### src/hdl/wse_pkg.sv
`default_nettype none

package wse_pkg;

    localparam int MAX_WINDOW = 32;
    localparam int IDX_W = $clog2(MAX_WINDOW);
    localparam int CNT_W = $clog2(MAX_WINDOW + 1);
    localparam int SPD_W = 32;
    localparam int SUM_W = SPD_W + $clog2(MAX_WINDOW);
    localparam int Q_W = 48;
    localparam int REM_W = 48;
    localparam int MUL_W = REM_W + 10;
    localparam int NUM_W = MUL_W + 16;
    localparam int AVG_STEPS = SUM_W + 16;
    localparam int DCNT_W = $clog2(NUM_W + 1);
    localparam int ETA_W = 63;
    localparam int ALPHA_W = 17;
    localparam int WL_W = 6;
    localparam int OP_W = 2;
    localparam int CFG_W = 17;

    localparam logic [ALPHA_W-1:0] ONE_Q16 = ALPHA_W'(65536);
    localparam logic [ALPHA_W-1:0] ALPHA_RESET = ALPHA_W'(6554);
    localparam logic [WL_W-1:0] WL_RESET = WL_W'(MAX_WINDOW);

    localparam logic [OP_W-1:0] OP_PUSH = 2'd0;
    localparam logic [OP_W-1:0] OP_CLEAR = 2'd1;

    localparam logic CFG_WINDOW = 1'b0;
    localparam logic CFG_ALPHA = 1'b1;

    typedef struct packed {
        logic capture;
        logic push_rd;
        logic push_upd;
        logic clear;
        logic res_empty;
        logic avg_start;
        logic div_step;
        logic avg_take;
        logic walk_rd;
        logic walk_mul;
        logic walk_acc;
        logic eta_start;
        logic eta_unknown;
        logic eta_take;
        logic out_load;
    } cmd_t;

    typedef struct packed {
        logic fill_zero;
        logic div_last;
        logic walk_last;
        logic eta_none;
    } stat_t;

endpackage

`default_nettype wire

### src/hdl/wse_ctrl.sv
`default_nettype none

module wse_ctrl
(
    input  wire logic                   clk,
    input  wire logic                   rst_n,
    input  wire logic                   s_tvalid,
    output logic                        s_tready,
    input  wire logic [wse_pkg::OP_W-1:0] opcode,
    output logic                        m_tvalid,
    input  wire logic                   m_tready,
    input  wire wse_pkg::stat_t         stat,
    output wse_pkg::cmd_t               cmd
);

    typedef enum logic [12:0] {
        S_IDLE     = 13'b0000000000001,
        S_PUSH_RD  = 13'b0000000000010,
        S_PUSH_UPD = 13'b0000000000100,
        S_CLEAR    = 13'b0000000001000,
        S_CHECK    = 13'b0000000010000,
        S_AVG_DIV  = 13'b0000000100000,
        S_AVG_END  = 13'b0000001000000,
        S_W_RD     = 13'b0000010000000,
        S_W_MUL    = 13'b0000100000000,
        S_W_ACC    = 13'b0001000000000,
        S_ETA_CHK  = 13'b0010000000000,
        S_ETA_DIV  = 13'b0100000000000,
        S_DONE     = 13'b1000000000000
    } state_t;

    state_t state_reg;
    state_t state_next;
    logic   m_tvalid_reg;
    logic   m_tvalid_next;
    logic   out_free;

    assign s_tready = (state_reg == S_IDLE);
    assign m_tvalid = m_tvalid_reg;
    assign out_free = !m_tvalid_reg || m_tready;

    always_comb
    begin
        state_next = state_reg;
        cmd = '0;
        m_tvalid_next = m_tvalid_reg && !m_tready;
        unique case (state_reg)
            S_IDLE:
            begin
                if (s_tvalid)
                begin
                    cmd.capture = 1'b1;
                    if (opcode == wse_pkg::OP_PUSH)
                        state_next = S_PUSH_RD;
                    else if (opcode == wse_pkg::OP_CLEAR)
                        state_next = S_CLEAR;
                    else
                        state_next = S_CHECK;
                end
            end
            S_PUSH_RD:
            begin
                cmd.push_rd = 1'b1;
                state_next = S_PUSH_UPD;
            end
            S_PUSH_UPD:
            begin
                cmd.push_upd = 1'b1;
                state_next = S_CHECK;
            end
            S_CLEAR:
            begin
                cmd.clear = 1'b1;
                state_next = S_CHECK;
            end
            S_CHECK:
            begin
                if (stat.fill_zero)
                begin
                    cmd.res_empty = 1'b1;
                    cmd.eta_unknown = 1'b1;
                    state_next = S_DONE;
                end
                else
                begin
                    cmd.avg_start = 1'b1;
                    state_next = S_AVG_DIV;
                end
            end
            S_AVG_DIV:
            begin
                cmd.div_step = 1'b1;
                if (stat.div_last)
                    state_next = S_AVG_END;
            end
            S_AVG_END:
            begin
                cmd.avg_take = 1'b1;
                state_next = S_W_RD;
            end
            S_W_RD:
            begin
                cmd.walk_rd = 1'b1;
                state_next = S_W_MUL;
            end
            S_W_MUL:
            begin
                cmd.walk_mul = 1'b1;
                state_next = S_W_ACC;
            end
            S_W_ACC:
            begin
                cmd.walk_acc = 1'b1;
                state_next = stat.walk_last ? S_ETA_CHK : S_W_RD;
            end
            S_ETA_CHK:
            begin
                if (stat.eta_none)
                begin
                    cmd.eta_unknown = 1'b1;
                    state_next = S_DONE;
                end
                else
                begin
                    cmd.eta_start = 1'b1;
                    state_next = S_ETA_DIV;
                end
            end
            S_ETA_DIV:
            begin
                cmd.div_step = 1'b1;
                if (stat.div_last)
                begin
                    cmd.eta_take = 1'b1;
                    state_next = S_DONE;
                end
            end
            S_DONE:
            begin
                if (out_free)
                begin
                    cmd.out_load = 1'b1;
                    m_tvalid_next = 1'b1;
                    state_next = S_IDLE;
                end
            end
            default:
            begin
                state_next = S_IDLE;
            end
        endcase
    end

    always_ff @(posedge clk or negedge rst_n)
    begin
        if (!rst_n)
        begin
            state_reg <= S_IDLE;
            m_tvalid_reg <= 1'b0;
        end
        else
        begin
            state_reg <= state_next;
            m_tvalid_reg <= m_tvalid_next;
        end
    end

endmodule

`default_nettype wire

### config.mk
export PLATFORM = sky130hd
export DESIGN_NAME = wse_ctrl
export DESIGN_NICKNAME = d
export VERILOG_FILES = /design/src/hdl/wse_pkg.sv /design/src/hdl/wse_ctrl.sv
export SDC_FILE = /design/constraint.sdc
export NUM_CORES = 1
export LEC_CHECK = 0
export BUFFER_PORTS_ARGS = -buffer_cell sky130_fd_sc_hd__buf_2
export CORE_ASPECT_RATIO = 1.4
export CORE_MARGIN = 4
export CORE_UTILIZATION = 48
export CTS_BUF_LIST = sky130_fd_sc_hd__clkbuf_8
export DETAILED_ROUTE_END_ITERATION = 6
export GPL_TIMING_DRIVEN = 0
export PLACE_DENSITY_LB_ADDON = 0.3
export RECOVER_POWER = 50
export SLEW_MARGIN = 25
export SYNTH_ARGS = -nofsm -noshare
export SYNTH_HDL_FRONTEND = slang
export SYNTH_SLANG_ARGS = --single-unit
### constraint.sdc
create_clock -name clk -period 2.85 [get_ports clk]
set_input_delay 0.1425 -clock clk [delete_from_list [all_inputs] [get_ports clk]]
set_output_delay 0.1425 -clock clk [all_outputs]
set_load 0.1 [all_outputs]
==> flow_metrics.tcl <==
set metrics [dict create \
    finalInstanceArea_mm2 0.00127 \
    avgSynthCellArea_um2 8.90 \
    place_congestion 0.790 \
    place_inst 156 \
    yosysUniqueCellTypes 37 \
    cellPowerDensity_mw_per_mm2 897 \
    arrival_ns 2.51 \
    cts_tree "yes" \
    cp-start-kind "flop" \
    crit_fanout 9 \
    grt_pass1_vias 954 \
    finalCritPeriodShare_pct 93.1 \
    outcome "finished clean" \
    grt_max_degree 15 \
    wl_per_cell_um 14.7 \
    layout_setup_ws_ns 0.196 \
    cts.sinks 14 \
    ant_nets 0 \
    internal_power_w 0.000568 \
    drcViolationCount 0 \
    synthCells 109 \
    highest_layer "met4" \
    place_ws_ns 0.206 \
    core_mm2 0.00195 \
    die-height_um 61.2 \
    clock_latency_ns 0.25 \
    pwr-share-clk_pct 17.3 \
    tightest_slew_ns 1.16 \
    synth_ff_type "dfrtp_1" \
    drt-total-wl_um 2400 \
    power.switching_w 0.000574 \
    final_hold_viol_count 0 \
    grt_pass1_wl_um 4040 \
    antenna_found_initial 0 \
    largest_register_ffs 13 \
    place_hpwl_um 1800 \
    drive_above_1_share_pct 36.6 \
    via_per_inst 5.99 \
    syn_nets 119 \
    num_rows 19 \
    dieArea_mm2 0.00281 \
    met2_length_um 1150 \
    htree_levels 1 \
    initialDrtViolationCount 29 \
    skew_ns 0.00192 \
    antenna_cells 0 \
    io_pins 27 \
    ir_drop_mv 0.499 \
    clk_pin_slew_ns 0.06 \
    final_common_cell "buf_2" \
    clock_path_buffers 2 \
    period_needed_ns 2.65 \
    wl_met1_um 990 \
    critical_path.endpoint_type "output pin" \
    pwr-share-seq_pct 21.7 \
    syn_to_final_growth_pct 31.2 \
    synth_seq_cells 14 \
    synth_edf_count 0 \
    rsz0062_at_grt "false" \
    layout.nets 153 \
    wl_met3_um 146 \
    slew_violations 0 \
    postPlaceCellArea_mm2 0.00118 \
    cellLeakagePower_nw 0.620 \
    fmax_mhz 377 \
    ys_seq_area_share_pct 36.3 \
    setup_violations 0 \
    drt_pass1_iterations 4 \
    cts-root-buf "clkbuf_8" \
    portBuffers 26 \
    maxCapViolations 0 \
    layoutNonFillerInstCount 163 \
    synth_warnings 0 \
    numCtsBuffers 3 \
    start_util_pct 49.7 \
    switching_share_pct 50.3 \
    pwr-share-comb_pct 61.1 \
    dr_total_vias 977 \
    final_cell_mix "buf_2 (21), dfrtp_1 (13), nor2_1 (9)" \
    grt_overflow 0 \
    track_usage_pct 19.8 \
    required_ns 2.71 \
    relSlewSlack_pct 23.1 \
    synthArstFlopShare_pct 100 \
    hp-class "input port to flop" \
    crit_type "flop to output pin" \
    netlist_area_um2 970 \
    die_x_um 46.0 \
]
-- Yosys cell counts, types with 2 or more instances --
cell,n,area [um^2]
clkbuf_1,5,18.8
nand2b_1,2,12.5
o21ai_0,4,20.0
a21o_1,3,22.5
xor2_1,2,17.5
nor4b_1,6,52.6
nor3b_1,3,22.5
nor4_1,9,56.3
buf_6,2,22.5
xnor2_1,2,17.5
inv_1,5,18.8
o22ai_1,2,12.5
and2_1,2,12.5
and4bb_2,2,25.0
or4_1,3,22.5
nand3_1,2,10.0
nor2_1,10,37.5
nand4_1,3,18.8
dfrtp_1,13,325
o21bai_1,2,15.0
nor3_1,5,25.0
nand2_1,7,26.3
-- critical path: stages (launching register included) --
cell and delay (ns):
dfrtp_1 0.36, clkbuf_1 0.20, or4_1 0.62, nor3b_2 0.28, nand2_1 0.17, nor4b_2 0.26
clkbuf_4 0.38
-- through the flow --
step | power (W) | utilization [%] | hold WS [ns] | TNS, ns
2_1_floorplan | 0.000801 | - | -0.153 | -2.95
3_3_place_gp | 0.000894 | 60.3 | 0.0539 | 0
3_5_place_dp | 0.000909 | 60.3 | 0.0566 | 0
4_1_cts | 0.00113 | 64.4 | 0.0592 | 0
5_1_grt | 0.00121 | 65.3 | 0.0613 | 0
6_report | 0.00114 | 65.3 | 0.0578 | 0
-- power by group through the flow --
stage                     registers [W]  logic (W)  clock network, W
final                          0.000248   0.000697          0.000197
after global routing           0.000250   0.000755          0.000203
after CTS                      0.000247   0.000689          0.000196
after detailed placement       0.000250   0.000659                 0
after global placement         0.000249   0.000645                 0
after floorplan                0.000253   0.000547                 0
-- what timing repair did --
action | 4_1_cts | 5_1_grt
setup endpoints to repair | 2 | 5
endpoints found under the hold margin | 13 | 0
hold buffers | 1 | 0
pin swaps | 1 | 0
resized for setup | 0 | 5
setup buffers | 2 | 0
-- cells by family (layout without fill, tap and decap cells) --
group,Yosys count,after routing,share of synthesized area [%]
simple gates,62,62,40.1
compound gates,17,17,13.8
flops,14,14,36.3
buf+inv,12,45,6.19
xor+xnor,4,4,3.61
-- path summary, 6_finish.rpt --
path | startpoint | endpoint | slack (ns) | cells past startpoint
worst max-delay path | state_reg[4] | cmd[3] | 0.20 | 6
worst min-delay path | opcode[0] | state_reg[1] | 0.06 | 2
worst max register to register | state_reg[4] | state_reg[0] | 0.56 | 6
worst min register to register | state_reg[5] | state_reg[6] | 0.59 | 2
max in group asynchronous | rst_n | state_reg[8] | 1.91 | 2
min in group asynchronous | rst_n | state_reg[2] | 0.47 | 2
-- final cells by class --
class | instances | area (um^2)
buffer | 7 | 41.3
clock buffer | 4 | 55.1
fill | 174 | 677
inverter | 5 | 18.8
multi-input combinational | 83 | 619
sequential | 14 | 352
tap | 21 | 26.3
timing repair buffer | 29 | 160
-- per-layer routing --
layer  vias up  track usage (%)
li1        475                -
met1       455             23.7
met2        36             31.9
met3        11             2.92
met4         0             13.4
met5         -                0
(Power assumes the default switching activity.)
